File: config.mk
export PLATFORM = sky130hd
export DESIGN_NAME = ubx_nav_frame_parser_core
export DESIGN_NICKNAME = d
export VERILOG_FILES = /design/src/hw/rtl/ubxnav_pkg.sv /design/src/hw/rtl/ubxnav_fields.sv /design/src/hw/rtl/ubx_nav_frame_parser_core.sv
export SDC_FILE = /design/constraint.sdc
export NUM_CORES = 1
export LEC_CHECK = 0
export BUFFER_PORTS_ARGS = -buffer_cell sky130_fd_sc_hd__buf_2
export CAP_MARGIN = 5
export CORE_UTILIZATION = 45
export CTS_BUF_LIST = sky130_fd_sc_hd__clkbuf_8
export DETAILED_ROUTE_END_ITERATION = 8
export PLACE_DENSITY_LB_ADDON = 0.1
export SYNTH_ARGS = -nofsm -noshare
export SYNTH_HDL_FRONTEND = slang
export SYNTH_SLANG_ARGS = --single-unit
export TNS_END_PERCENT = 30
File: constraint.sdc
create_clock -name clk -period 8.3 [get_ports clk]
set_clock_uncertainty 0.05 [all_clocks]
set_input_delay 0.83 -clock clk [delete_from_list [all_inputs] [get_ports clk]]
set_output_delay 0.83 -clock clk [all_outputs]
set_load 0.02 [all_outputs]
File: src/hw/rtl/ubxnav_pkg.sv
// Shared types and constants for the UBX navigation frame parser.
// No dependencies; every other RTL file imports this package.
`default_nettype none

package ubxnav_pkg;

    // Protocol constants.
    localparam logic [7:0] SYNC_A    = 8'hB5;
    localparam logic [7:0] SYNC_B    = 8'h62;
    localparam logic [7:0] CLS_NAV   = 8'h01;
    localparam logic [7:0] ID_POSLLH = 8'h02;
    localparam logic [7:0] ID_STATUS = 8'h03;
    localparam logic [7:0] ID_VELNED = 8'h12;

    localparam logic [15:0] TIMEOUT_RESET = 16'd5000;

    // Input word operation codes.
    localparam logic OP_BYTE = 1'b0;
    localparam logic OP_TICK = 1'b1;

    // Configuration register indexes.
    localparam logic [7:0] CFG_TIMEOUT_TICKS     = 8'd0;
    localparam logic [7:0] CFG_CORRECTION_ENABLE = 8'd1;
    localparam logic [7:0] CFG_LAT_OFFSET        = 8'd2;
    localparam logic [7:0] CFG_LON_OFFSET        = 8'd3;

    // Slots of the pending and reported field stores.
    localparam int          NUM_SLOTS = 6;
    localparam logic [2:0]  SLOT_LAT  = 3'd0;
    localparam logic [2:0]  SLOT_LON  = 3'd1;
    localparam logic [2:0]  SLOT_ALT  = 3'd2;
    localparam logic [2:0]  SLOT_VN   = 3'd3;
    localparam logic [2:0]  SLOT_VE   = 3'd4;
    localparam logic [2:0]  SLOT_HDG  = 3'd5;

    typedef struct packed {
        logic       operation;
        logic [7:0] rx_byte;
    } in_item_t;

    typedef struct packed {
        logic signed [31:0] latitude;
        logic signed [31:0] longitude;
        logic signed [31:0] altitude;
        logic signed [31:0] north_velocity;
        logic signed [31:0] east_velocity;
        logic signed [31:0] heading;
        logic        [7:0]  fix_type;
        logic               has_position;
        logic               connected;
        logic               frame_done;
        logic               sync_error;
    } out_item_t;

    // Capture controls from the frame sequencer to the field store.
    typedef struct packed {
        logic       byte_en;     // payload byte goes into the word assembler
        logic [1:0] lane;        // byte lane within the little-endian word
        logic       slot_we;     // completed word is a wanted field
        logic [2:0] slot;
        logic       fix_we;      // this byte is the fix type
        logic       commit;      // last byte of the frame
        logic       clear_mask;  // new frame after a good sync pair
    } cap_ctrl_t;

    // Reported values after the current step.
    typedef struct packed {
        logic [31:0] lat;
        logic [31:0] lon;
        logic [31:0] alt;
        logic [31:0] vn;
        logic [31:0] ve;
        logic [31:0] hdg;
        logic [7:0]  fix;
        logic        has_position;
    } report_t;

endpackage

`default_nettype wire

File: src/hw/rtl/ubxnav_fields.sv
// Field store of the UBX parser: word assembler, pending fields and the
// reported fields committed at the end of each frame. Depends on ubxnav_pkg.
`default_nettype none

module ubxnav_fields (
    input  wire logic                  clk,
    input  wire logic                  rst_n,
    input  wire ubxnav_pkg::cap_ctrl_t ctrl,
    input  wire logic [7:0]            rx_byte,
    output ubxnav_pkg::report_t        report
);
    import ubxnav_pkg::*;

    logic [31:0] asm_reg, asm_next;
    logic [31:0] pending_reg [NUM_SLOTS];
    logic [31:0] pending_next [NUM_SLOTS];
    logic [7:0]  pending_fix_reg, pending_fix_next;
    logic [NUM_SLOTS:0] mask_reg, mask_next;   // top bit marks the fix type
    logic [31:0] reported_reg [NUM_SLOTS];
    logic [31:0] reported_next [NUM_SLOTS];
    logic [7:0]  reported_fix_reg, reported_fix_next;
    logic        position_reg, position_next;

    always_comb
    begin
        asm_next          = asm_reg;
        pending_next      = pending_reg;
        pending_fix_next  = pending_fix_reg;
        mask_next         = mask_reg;
        reported_next     = reported_reg;
        reported_fix_next = reported_fix_reg;
        position_next     = position_reg;

        if (ctrl.byte_en)
        begin
            case (ctrl.lane)
                2'd0:    asm_next = {24'd0, rx_byte};
                2'd1:    asm_next = asm_reg | {16'd0, rx_byte, 8'd0};
                2'd2:    asm_next = asm_reg | {8'd0, rx_byte, 16'd0};
                2'd3:    asm_next = asm_reg | {rx_byte, 24'd0};
                default: asm_next = asm_reg;
            endcase
        end

        if (ctrl.slot_we)
        begin
            pending_next[ctrl.slot] = asm_next;
            mask_next[ctrl.slot]    = 1'b1;
        end

        if (ctrl.fix_we)
        begin
            pending_fix_next     = rx_byte;
            mask_next[NUM_SLOTS] = 1'b1;
        end

        if (ctrl.commit)
        begin
            for (int i = 0; i < NUM_SLOTS; i++)
            begin
                if (mask_next[i])
                begin
                    reported_next[i] = pending_next[i];
                end
            end
            if (mask_next[NUM_SLOTS])
            begin
                reported_fix_next = pending_fix_next;
            end
            if (mask_next[SLOT_ALT])
            begin
                position_next = 1'b1;
            end
            mask_next = '0;
        end

        if (ctrl.clear_mask)
        begin
            mask_next = '0;
        end
    end

    always_ff @(posedge clk or negedge rst_n)
    begin
        if (!rst_n)
        begin
            asm_reg          <= '0;
            mask_reg         <= '0;
            pending_fix_reg  <= '0;
            reported_fix_reg <= '0;
            position_reg     <= 1'b0;
            for (int i = 0; i < NUM_SLOTS; i++)
            begin
                reported_reg[i] <= '0;
            end
        end
        else
        begin
            asm_reg          <= asm_next;
            mask_reg         <= mask_next;
            pending_fix_reg  <= pending_fix_next;
            reported_fix_reg <= reported_fix_next;
            position_reg     <= position_next;
            reported_reg     <= reported_next;
        end
    end

    // Pending words are only read once their mask bit is set, so they need no reset.
    always_ff @(posedge clk)
    begin
        pending_reg <= pending_next;
    end

    always_comb
    begin
        report.lat          = reported_next[SLOT_LAT];
        report.lon          = reported_next[SLOT_LON];
        report.alt          = reported_next[SLOT_ALT];
        report.vn           = reported_next[SLOT_VN];
        report.ve           = reported_next[SLOT_VE];
        report.hdg          = reported_next[SLOT_HDG];
        report.fix          = reported_fix_next;
        report.has_position = position_next;
    end

endmodule

`default_nettype wire

File: src/hw/rtl/ubx_nav_frame_parser_core.sv
// Top level of the UBX navigation frame parser: frame sequencer, link timeout,
// configuration registers and result register. Depends on ubxnav_pkg, ubxnav_fields.
`default_nettype none

// How to use this block:
// The item channel (item_valid, item_ready, item) carries one word per
// accepted handshake: either a received serial byte or one timer tick.
// Every accepted word produces exactly one result word on the result
// channel (result_valid, result_ready, result), which shows the reported
// navigation fields, fix type and link status after that word, plus the
// frame_done and sync_error flags for that word.
// The result is registered at the edge that accepts the word and is valid
// in the following cycle. Throughput, while the receiver keeps up, is one
// word per cycle, set by the single pass through sequencer and field store.
// When the receiver stalls, the finished result holds in the result
// register, and a new word is accepted in the same cycle that result is
// taken, so the flow never stops while result_ready stays high.
// The configuration channel (cfg_valid, cfg_ready, cfg_index, cfg_data) is
// always ready; index 0 is the timeout reload, 1 the correction enable,
// 2 and 3 the latitude and longitude offsets. Write it only while idle.
// Reset hunts for the first sync byte, clears all reported fields, marks the
// link disconnected and restores the register defaults (timeout 5000).

module ubx_nav_frame_parser_core (
    input  wire logic                  clk,
    input  wire logic                  rst_n,
    input  wire logic                  item_valid,
    output logic                       item_ready,
    input  wire ubxnav_pkg::in_item_t  item,
    output logic                       result_valid,
    input  wire logic                  result_ready,
    output ubxnav_pkg::out_item_t      result,
    input  wire logic                  cfg_valid,
    output logic                       cfg_ready,
    input  wire logic [7:0]            cfg_index,
    input  wire logic [31:0]           cfg_data
);
    import ubxnav_pkg::*;

    typedef enum logic [6:0] {
        PH_SYNC1 = 7'b0000001,
        PH_SYNC2 = 7'b0000010,
        PH_CLASS = 7'b0000100,
        PH_ID    = 7'b0001000,
        PH_LEN1  = 7'b0010000,
        PH_LEN2  = 7'b0100000,
        PH_BODY  = 7'b1000000
    } phase_t;

    // Configuration registers.
    logic [15:0] timeout_ticks_reg;
    logic        correction_enable_reg;
    logic [31:0] lat_offset_reg;
    logic [31:0] lon_offset_reg;

    // Sequencer and link state.
    phase_t      phase_reg, phase_next;
    logic [16:0] byte_offset_reg, byte_offset_next;
    logic [16:0] frame_length_reg, frame_length_next;
    logic [7:0]  frame_class_reg, frame_class_next;
    logic [7:0]  frame_id_reg, frame_id_next;
    logic        link_up_reg, link_up_next;
    logic [15:0] timeout_count_reg, timeout_count_next;

    logic        result_valid_reg;
    out_item_t   result_reg, result_next;

    logic        accept;
    logic        done, serr;
    cap_ctrl_t   ctrl;
    report_t     report;

    logic [16:0] pay_pos;       // position within the payload
    logic        in_payload;
    logic        last_byte;
    logic        is_posllh, is_velned, is_status;
    logic [15:0] count_dec;

    assign item_ready = !result_valid_reg || result_ready;
    assign accept     = item_valid && item_ready;
    assign cfg_ready  = 1'b1;

    assign pay_pos    = byte_offset_reg - 17'd6;
    // Payload bytes end two bytes before the frame end (checksum).
    assign in_payload = ({1'b0, byte_offset_reg} + 18'd2) < {1'b0, frame_length_reg};
    assign last_byte  = ({1'b0, byte_offset_reg} + 18'd1) >= {1'b0, frame_length_reg};
    assign is_posllh  = (frame_class_reg == CLS_NAV) && (frame_id_reg == ID_POSLLH);
    assign is_velned  = (frame_class_reg == CLS_NAV) && (frame_id_reg == ID_VELNED);
    assign is_status  = (frame_class_reg == CLS_NAV) && (frame_id_reg == ID_STATUS);
    assign count_dec  = (timeout_count_reg != 16'd0) ? timeout_count_reg - 16'd1 : 16'd0;

    always_comb
    begin
        phase_next         = phase_reg;
        byte_offset_next   = byte_offset_reg;
        frame_length_next  = frame_length_reg;
        frame_class_next   = frame_class_reg;
        frame_id_next      = frame_id_reg;
        link_up_next       = link_up_reg;
        timeout_count_next = timeout_count_reg;
        ctrl               = '0;
        done               = 1'b0;
        serr               = 1'b0;

        if (accept)
        begin
            if (item.operation == OP_TICK)
            begin
                if (link_up_reg)
                begin
                    timeout_count_next = count_dec;
                    if (count_dec == 16'd0)
                    begin
                        link_up_next = 1'b0;
                    end
                end
            end
            else
            begin
                case (phase_reg)
                    PH_SYNC1:
                    begin
                        if (item.rx_byte == SYNC_A)
                        begin
                            phase_next       = PH_SYNC2;
                            byte_offset_next = 17'd1;
                        end
                        else
                        begin
                            serr = 1'b1;
                        end
                    end
                    PH_SYNC2:
                    begin
                        if (item.rx_byte == SYNC_B)
                        begin
                            link_up_next       = 1'b1;
                            timeout_count_next = timeout_ticks_reg;
                            ctrl.clear_mask    = 1'b1;
                            phase_next         = PH_CLASS;
                            byte_offset_next   = 17'd2;
                        end
                        else
                        begin
                            serr             = 1'b1;
                            phase_next       = PH_SYNC1;
                            byte_offset_next = 17'd0;
                        end
                    end
                    PH_CLASS:
                    begin
                        frame_class_next = item.rx_byte;
                        phase_next       = PH_ID;
                        byte_offset_next = 17'd3;
                    end
                    PH_ID:
                    begin
                        frame_id_next    = item.rx_byte;
                        phase_next       = PH_LEN1;
                        byte_offset_next = 17'd4;
                    end
                    PH_LEN1:
                    begin
                        frame_length_next = {9'd0, item.rx_byte};
                        phase_next        = PH_LEN2;
                        byte_offset_next  = 17'd5;
                    end
                    PH_LEN2:
                    begin
                        // Total frame length: header, payload and checksum.
                        frame_length_next = {1'b0, item.rx_byte, frame_length_reg[7:0]}
                                            + 17'd8;
                        phase_next        = PH_BODY;
                        byte_offset_next  = 17'd6;
                    end
                    PH_BODY:
                    begin
                        if (in_payload)
                        begin
                            ctrl.byte_en = 1'b1;
                            ctrl.lane    = pay_pos[1:0];
                            // A word completes on lane 3; match on its last byte.
                            if (is_posllh)
                            begin
                                if (pay_pos == 17'd7)
                                begin
                                    ctrl.slot_we = 1'b1;
                                    ctrl.slot    = SLOT_LON;
                                end
                                else if (pay_pos == 17'd11)
                                begin
                                    ctrl.slot_we = 1'b1;
                                    ctrl.slot    = SLOT_LAT;
                                end
                                else if (pay_pos == 17'd19)
                                begin
                                    ctrl.slot_we = 1'b1;
                                    ctrl.slot    = SLOT_ALT;
                                end
                            end
                            else if (is_velned)
                            begin
                                if (pay_pos == 17'd7)
                                begin
                                    ctrl.slot_we = 1'b1;
                                    ctrl.slot    = SLOT_VN;
                                end
                                else if (pay_pos == 17'd11)
                                begin
                                    ctrl.slot_we = 1'b1;
                                    ctrl.slot    = SLOT_VE;
                                end
                                else if (pay_pos == 17'd27)
                                begin
                                    ctrl.slot_we = 1'b1;
                                    ctrl.slot    = SLOT_HDG;
                                end
                            end
                            if (is_status && (pay_pos == 17'd4))
                            begin
                                ctrl.fix_we = 1'b1;
                            end
                        end
                        if (last_byte)
                        begin
                            ctrl.commit      = 1'b1;
                            done             = 1'b1;
                            phase_next       = PH_SYNC1;
                            byte_offset_next = 17'd0;
                        end
                        else
                        begin
                            byte_offset_next = byte_offset_reg + 17'd1;
                        end
                    end
                    default:
                    begin
                        phase_next       = PH_SYNC1;
                        byte_offset_next = 17'd0;
                    end
                endcase
            end
        end
    end

    ubxnav_fields u_fields (
        .clk     (clk),
        .rst_n   (rst_n),
        .ctrl    (ctrl),
        .rx_byte (item.rx_byte),
        .report  (report)
    );

    // Result word after this step, with optional lat/lon correction.
    always_comb
    begin
        result_next.latitude       = correction_enable_reg ? report.lat - lat_offset_reg
                                                           : report.lat;
        result_next.longitude      = correction_enable_reg ? report.lon - lon_offset_reg
                                                           : report.lon;
        result_next.altitude       = report.alt;
        result_next.north_velocity = report.vn;
        result_next.east_velocity  = report.ve;
        result_next.heading        = report.hdg;
        result_next.fix_type       = report.fix;
        result_next.has_position   = report.has_position;
        result_next.connected      = link_up_next;
        result_next.frame_done     = done;
        result_next.sync_error     = serr;
    end

    always_ff @(posedge clk or negedge rst_n)
    begin
        if (!rst_n)
        begin
            timeout_ticks_reg     <= TIMEOUT_RESET;
            correction_enable_reg <= 1'b0;
            lat_offset_reg        <= '0;
            lon_offset_reg        <= '0;
        end
        else if (cfg_valid && cfg_ready)
        begin
            case (cfg_index)
                CFG_TIMEOUT_TICKS:     timeout_ticks_reg     <= cfg_data[15:0];
                CFG_CORRECTION_ENABLE: correction_enable_reg <= cfg_data[0];
                CFG_LAT_OFFSET:        lat_offset_reg        <= cfg_data;
                CFG_LON_OFFSET:        lon_offset_reg        <= cfg_data;
                default:               ;
            endcase
        end
    end

    always_ff @(posedge clk or negedge rst_n)
    begin
        if (!rst_n)
        begin
            phase_reg         <= PH_SYNC1;
            byte_offset_reg   <= '0;
            frame_length_reg  <= 17'd6;
            frame_class_reg   <= '0;
            frame_id_reg      <= '0;
            link_up_reg       <= 1'b0;
            timeout_count_reg <= '0;
            result_valid_reg  <= 1'b0;
        end
        else
        begin
            phase_reg         <= phase_next;
            byte_offset_reg   <= byte_offset_next;
            frame_length_reg  <= frame_length_next;
            frame_class_reg   <= frame_class_next;
            frame_id_reg      <= frame_id_next;
            link_up_reg       <= link_up_next;
            timeout_count_reg <= timeout_count_next;
            if (accept)
            begin
                result_valid_reg <= 1'b1;
            end
            else if (result_ready)
            begin
                result_valid_reg <= 1'b0;
            end
        end
    end

    always_ff @(posedge clk)
    begin
        if (accept)
        begin
            result_reg <= result_next;
        end
    end

    assign result_valid = result_valid_reg;
    assign result       = result_reg;

endmodule

`default_nettype wire

==> flow_summary.html <==
<table>
<tr><th>Metric</th><th>Value</th></tr>
<tr><th colspan="2">Global route</th></tr>
<tr><td>Total congestion overflow after global routing</td><td>0</td></tr>
<tr><td>Gr usage total</td><td>26.8%</td></tr>
<tr><td>Largest net degree at the start of global routing</td><td>between 100 and 150</td></tr>
<tr><td>Global-route wire length before repair</td><td>roughly 160000 µm</td></tr>
<tr><td>Antenna violations before repair</td><td>4</td></tr>
<tr><td>Number of global-route vias before repair</td><td>around 26000</td></tr>
<tr><th colspan="2">Worst setup path</th></tr>
<tr><td>Most used cell, CP</td><td>sky130_fd_sc_hd__buf_4</td></tr>
<tr><td>Worst Path Class, Setup</td><td>reg2reg</td></tr>
<tr><td>Crit path capture type</td><td>flop</td></tr>
<tr><td>Slowest cell on the critical path</td><td>sky130_fd_sc_hd__dfrtp_1</td></tr>
<tr><td>Critical Path Fanout Max</td><td>11</td></tr>
<tr><td>Kind of start point of the critical path</td><td>flop</td></tr>
<tr><td>Data arrival at the endpoint of the critical path</td><td>~8.4 ns</td></tr>
<tr><td>Length in cells of the worst reg-to-reg path</td><td>31</td></tr>
<tr><td>Data required, critical path</td><td>8.79 ns</td></tr>
<tr><td>Reg-to-reg setup timing slack</td><td>~0.41 ns</td></tr>
<tr><td>Delay of the slowest critical-path stage</td><td>0.66 ns</td></tr>
<tr><th colspan="2">Timing</th></tr>
<tr><td>Post-route clock period utilization</td><td>between 90% and 100%</td></tr>
<tr><td>Minimum clock period</td><td>between 7 and 8 ns</td></tr>
<tr><td># setup viols final</td><td>0</td></tr>
<tr><td>Slew Limit Headroom</td><td>approximately a fifth</td></tr>
<tr><td>Pins over their slew limit</td><td>0</td></tr>
<tr><td>Unrepaired setup endpoints after global routing</td><td>no</td></tr>
<tr><td>Slew at the pin closest to its max-slew limit</td><td>between 1 and 1.5 ns</td></tr>
<tr><td>WHS</td><td>approximately 0.23 ns</td></tr>
<tr><td>Highest Clock Rate</td><td>around 0.13 GHz</td></tr>
<tr><td>TNS Setup</td><td>0 ns</td></tr>
<tr><td>Final hold violations</td><td>0</td></tr>
<tr><th colspan="2">Worst hold path</th></tr>
<tr><td>Class of the tightest hold or removal check</td><td>in2reg</td></tr>
<tr><td>Worst Hold Depth</td><td>2</td></tr>
<tr><th colspan="2">Power and ir drop</th></tr>
<tr><td>Switching share of power</td><td>a little over a quarter</td></tr>
<tr><td>Portion of total power attributed to sequential cells</td><td>between 40% and 50%</td></tr>
<tr><td>Internal Pwr Total</td><td>roughly 6.3 mW</td></tr>
<tr><td>Peak ir drop on the vdd network</td><td>0.124 mV</td></tr>
<tr><td>LEAKAGE</td><td>18.9 nW</td></tr>
<tr><td>Clock power share</td><td>41.2%</td></tr>
<tr><td>Net switching power figure</td><td>between 2 and 2.5 mW</td></tr>
<tr><td>Gate power share</td><td>10.2%</td></tr>
<tr><td>Cell area power density</td><td>roughly 210 nW/µm²</td></tr>
<tr><th colspan="2">CTS</th></tr>
<tr><td>Setup Fix Bufs, Post-CTS</td><td>0</td></tr>
<tr><td>Clock edge transition at the registers on the reported setup and hold paths</td><td>~0.06 ns</td></tr>
<tr><td>Clock buffer count from CTS</td><td>roughly 140</td></tr>
<tr><td>Clock H-tree levels</td><td>4</td></tr>
<tr><td>Clock latency on the worst-skew pair</td><td>between 0.7 and 0.8 ns</td></tr>
<tr><td>CTS sink count</td><td>800</td></tr>
<tr><td>CTS tree</td><td>built</td></tr>
<tr><td>Clock root buffer master</td><td>sky130_fd_sc_hd__clkbuf_8</td></tr>
<tr><td>Number of buffers on the longest clock path</td><td>3</td></tr>
<tr><th colspan="2">Drt</th></tr>
<tr><td>Routed wl met3</td><td>~4900 µm</td></tr>
<tr><td>Routed length on met2</td><td>51300 µm</td></tr>
<tr><td>Overall routed net length</td><td>roughly 100000 µm</td></tr>
<tr><td>Number of nets with antenna violations after detailed routing</td><td>0</td></tr>
<tr><td>Via count of the routed design</td><td>between 20000 and 30000</td></tr>
<tr><td>Via count normalized by instance count</td><td>around 5.4</td></tr>
<tr><td>Metal1 wirelength</td><td>roughly 46000 µm</td></tr>
<tr><td>Pre-Repair DR Iteration Count</td><td>5</td></tr>
<tr><td>Top routing layer in use</td><td>met5</td></tr>
<tr><td>Initial DRC count</td><td>1873</td></tr>
<tr><td>DRC violation count after routing</td><td>0</td></tr>
<tr><td>Post-DR wirelength/cell</td><td>roughly 22 µm</td></tr>
<tr><th colspan="2">Yosys</th></tr>
<tr><td>Net count after synthesis</td><td>3416</td></tr>
<tr><td>Unique masters post-synth</td><td>between 80 and 90</td></tr>
<tr><td>Sequential fraction of the synthesis area</td><td>between 50 and 60%</td></tr>
<tr><td>Yosys warning count</td><td>0</td></tr>
<tr><td>Cell area after synthesis</td><td>~35000 µm²</td></tr>
<tr><td>Mean instance size in the synthesized netlist</td><td>~11 µm²</td></tr>
<tr><td>Share of the synthesized area in the top cell type</td><td>between 20% and 30%</td></tr>
<tr><td>Count of flip-flops with a built-in enable after synthesis</td><td>between 200 and 250</td></tr>
<tr><td>Number of cells produced by synthesis</td><td>between 3000 and 4000</td></tr>
<tr><td>Most instantiated flip-flop cell in the synthesis netlist</td><td>sky130_fd_sc_hd__dfrtp_1</td></tr>
<tr><td>Yosys top cell by area</td><td>sky130_fd_sc_hd__dfrtp_1</td></tr>
<tr><td>Area contributors post-synth</td><td>sky130_fd_sc_hd__dfrtp_1 29%, sky130_fd_sc_hd__edfxtp_1 18%, sky130_fd_sc_hd__dfxtp_1 11%, sky130_fd_sc_hd__nand2_1 6.3%, sky130_fd_sc_hd__mux2_2 4.8%</td></tr>
<tr><td>Async set-reset flop share out of synthesis</td><td>slightly above 50%</td></tr>
<tr><td>Register bit count reported by yosys</td><td>800</td></tr>
<tr><th colspan="2">Layout</th></tr>
<tr><td>Finished Layout Cells</td><td>around 4800</td></tr>
<tr><td>Post-synthesis to final-layout area growth</td><td>16.8%</td></tr>
<tr><td>Final-layout fill cell count</td><td>about 6900</td></tr>
<tr><td>Flip-flop count of the largest register, all copies and words added</td><td>a little over 200</td></tr>
<tr><td>Layout cells sized above 1</td><td>roughly a fifth</td></tr>
<tr><td>Fin util</td><td>53.3%</td></tr>
<tr><td>Finished Cell Area</td><td>approximately 40000 µm²</td></tr>
<tr><td>Number of nets in the layout</td><td>around 3800</td></tr>
<tr><th colspan="2">Die</th></tr>
<tr><td>I/O pin total</td><td>approximately 260</td></tr>
<tr><td>DIE AREA</td><td>between 70000 and 80000 µm²</td></tr>
<tr><td>Die H</td><td>280 µm</td></tr>
<tr><td>Num rows</td><td>slightly above 100</td></tr>
<tr><td>Core Box Area</td><td>around 76000 µm²</td></tr>
<tr><td>Initial Util</td><td>between 40 and 50%</td></tr>
<tr><td>Die width</td><td>approximately 280 µm</td></tr>
<tr><th colspan="2">Placement</th></tr>
<tr><td>Number of instances in the placed design</td><td>between 4000 and 5000</td></tr>
<tr><td># port buffers</td><td>259</td></tr>
<tr><td>Placed instance area</td><td>between 30000 and 40000 µm²</td></tr>
<tr><td>GP Congestion</td><td>approximately 0.9</td></tr>
<tr><td>HPWL reported at the end of detailed placement</td><td>about 75000 µm</td></tr>
<tr><th colspan="2">Outcome</th></tr>
<tr><td>Outcome</td><td>complete, no violations</td></tr>
<tr><th colspan="2">Run</th></tr>
<tr><td>Max-cap viol count</td><td>0</td></tr>
</table>
through the flow:
| stage | power, mW | setup WS [ns] |
|---|---|---|
| after floorplan | 4.77 | 1.33 |
| after global placement | 5.15 | 0.324 |
| after detailed placement | 5.16 | 0.161 |
| after CTS | 8.74 | 0.0712 |
| after global routing | 8.99 | 0.0227 |
| final | 8.64 | 0.411 |
synth_stat cells, types with 30 or more instances:
library cell,instances
sky130_fd_sc_hd__edfxtp_1,204
sky130_fd_sc_hd__mux2_1,33
sky130_fd_sc_hd__nand3_1,54
sky130_fd_sc_hd__nand2_1,588
sky130_fd_sc_hd__mux2_2,148
sky130_fd_sc_hd__a22oi_1,43
sky130_fd_sc_hd__clkbuf_1,124
sky130_fd_sc_hd__nor3_1,47
sky130_fd_sc_hd__xnor2_1,58
sky130_fd_sc_hd__ha_1,102
sky130_fd_sc_hd__xor2_1,38
sky130_fd_sc_hd__o21ai_0,317
sky130_fd_sc_hd__o22ai_1,30
sky130_fd_sc_hd__dfrtp_1,396
sky130_fd_sc_hd__inv_1,141
sky130_fd_sc_hd__dfxtp_1,192
sky130_fd_sc_hd__a21o_1,46
sky130_fd_sc_hd__a21oi_1,125
sky130_fd_sc_hd__nor2_1,138
cell type report:
cell class | instances | area, µm² | share of cell area, %
Sequential cell | 800 | 20100 | 49.5
Multi-Input combinational cell | 2147 | 13500 | 33.3
Timing Repair Buffer | 393 | 2360 | 5.82
Inverter | 142 | 541 | 1.33
Antenna cell | 2 | 5.00 | 0.0123
Clock inverter | 101 | 637 | 1.57
Tap cell | 1030 | 1290 | 3.17
Clock buffer | 157 | 2160 | 5.32
worst max-delay path, delay by kind of cell, from the launching register on:
| kind | cells | cell delay (ns) |
|---|---|---|
| compound gates | 11 | 2.90 |
| xor+xnor | 2 | 0.22 |
| fa+ha+maj | 2 | 0.68 |
| buf+inv | 6 | 1.06 |
| flops | 1 | 0.66 |
| mux | 1 | 0.27 |
| simple gates | 9 | 1.79 |
repair_timing:
action                                 in CTS  in global routing
hold buffers                                1                  0
endpoints found under the hold margin      17                  0
setup endpoints to repair                   0                 10
gates resized for setup                     0                  6
logic make-up after synthesis:
kind of cell | after synthesis | share of synthesized area [%]
buffers and inverters | 311 | 3.69
adders and majority gates | 104 | 3.79
AOI/OAI and AO/OA | 742 | 13.0
other | 1 | 0.0108
xor gates and xnor gates | 96 | 2.42
muxes | 195 | 6.27
DFF | 800 | 57.8
and+or+nand+nor | 1009 | 13.0
power by group through the flow:
stage | sequential [mW] | clock (mW) | combinational [mW]
global placement | 4.28 | 0 | 0.870
detailed placement | 4.28 | 0 | 0.880
CTS | 4.20 | 3.65 | 0.884
floorplan | 4.33 | 0 | 0.435
finish | 4.20 | 3.56 | 0.880
global route | 4.21 | 3.83 | 0.955
layout by cell type (no fill, tap or decap), types with 38 or more instances in the layout:
master,netlist,final
sky130_fd_sc_hd__edfxtp_1,204,204
sky130_fd_sc_hd__nand2_1,588,587
sky130_fd_sc_hd__inv_1,141,202
sky130_fd_sc_hd__o21ai_0,317,317
sky130_fd_sc_hd__buf_4,2,129
sky130_fd_sc_hd__dfrtp_1,396,394
sky130_fd_sc_hd__a21o_1,46,46
sky130_fd_sc_hd__ha_1,102,101
sky130_fd_sc_hd__nor3_1,47,44
sky130_fd_sc_hd__nor2_1,138,136
sky130_fd_sc_hd__nand3_1,54,53
sky130_fd_sc_hd__a22oi_1,43,43
sky130_fd_sc_hd__xnor2_1,58,58
sky130_fd_sc_hd__clkbuf_8,0,157
sky130_fd_sc_hd__mux2_2,148,148
sky130_fd_sc_hd__dfxtp_1,192,192
sky130_fd_sc_hd__a21oi_1,125,121
sky130_fd_sc_hd__buf_2,26,258
sky130_fd_sc_hd__xor2_1,38,38
path summary, 6_finish.rpt:
kind / start / end
worst min-delay path: item_valid / result_valid$_DFFE_PN0P_
max in group asynchronous: rst_n / u_fields.reported_reg[79]$_DFF_PN0_
worst max-delay path: byte_offset_reg[5]$_DFFE_PN0P_ / result[199]$_DFFE_PP_
worst min register to register: u_fields.pending_reg[129]$_DFF_P_ / u_fields.pending_reg[129]$_DFF_P_
worst max register to register: byte_offset_reg[5]$_DFFE_PN0P_ / result[199]$_DFFE_PP_
min in group asynchronous: rst_n / frame_length_reg[13]$_DFFE_PN0P_
layer usage:
| metal | global-route usage [%] | vias to the layer above |
|---|---|---|
| met5 | 0 | - |
| li1 | - | 12200 |
| met3 | 4.38 | 161 |
| met1 | 35.3 | 12800 |
| met4 | 9.51 | 2 |
| met2 | 44.6 | 771 |
Note: power is estimated with default switching activity, not from simulation.
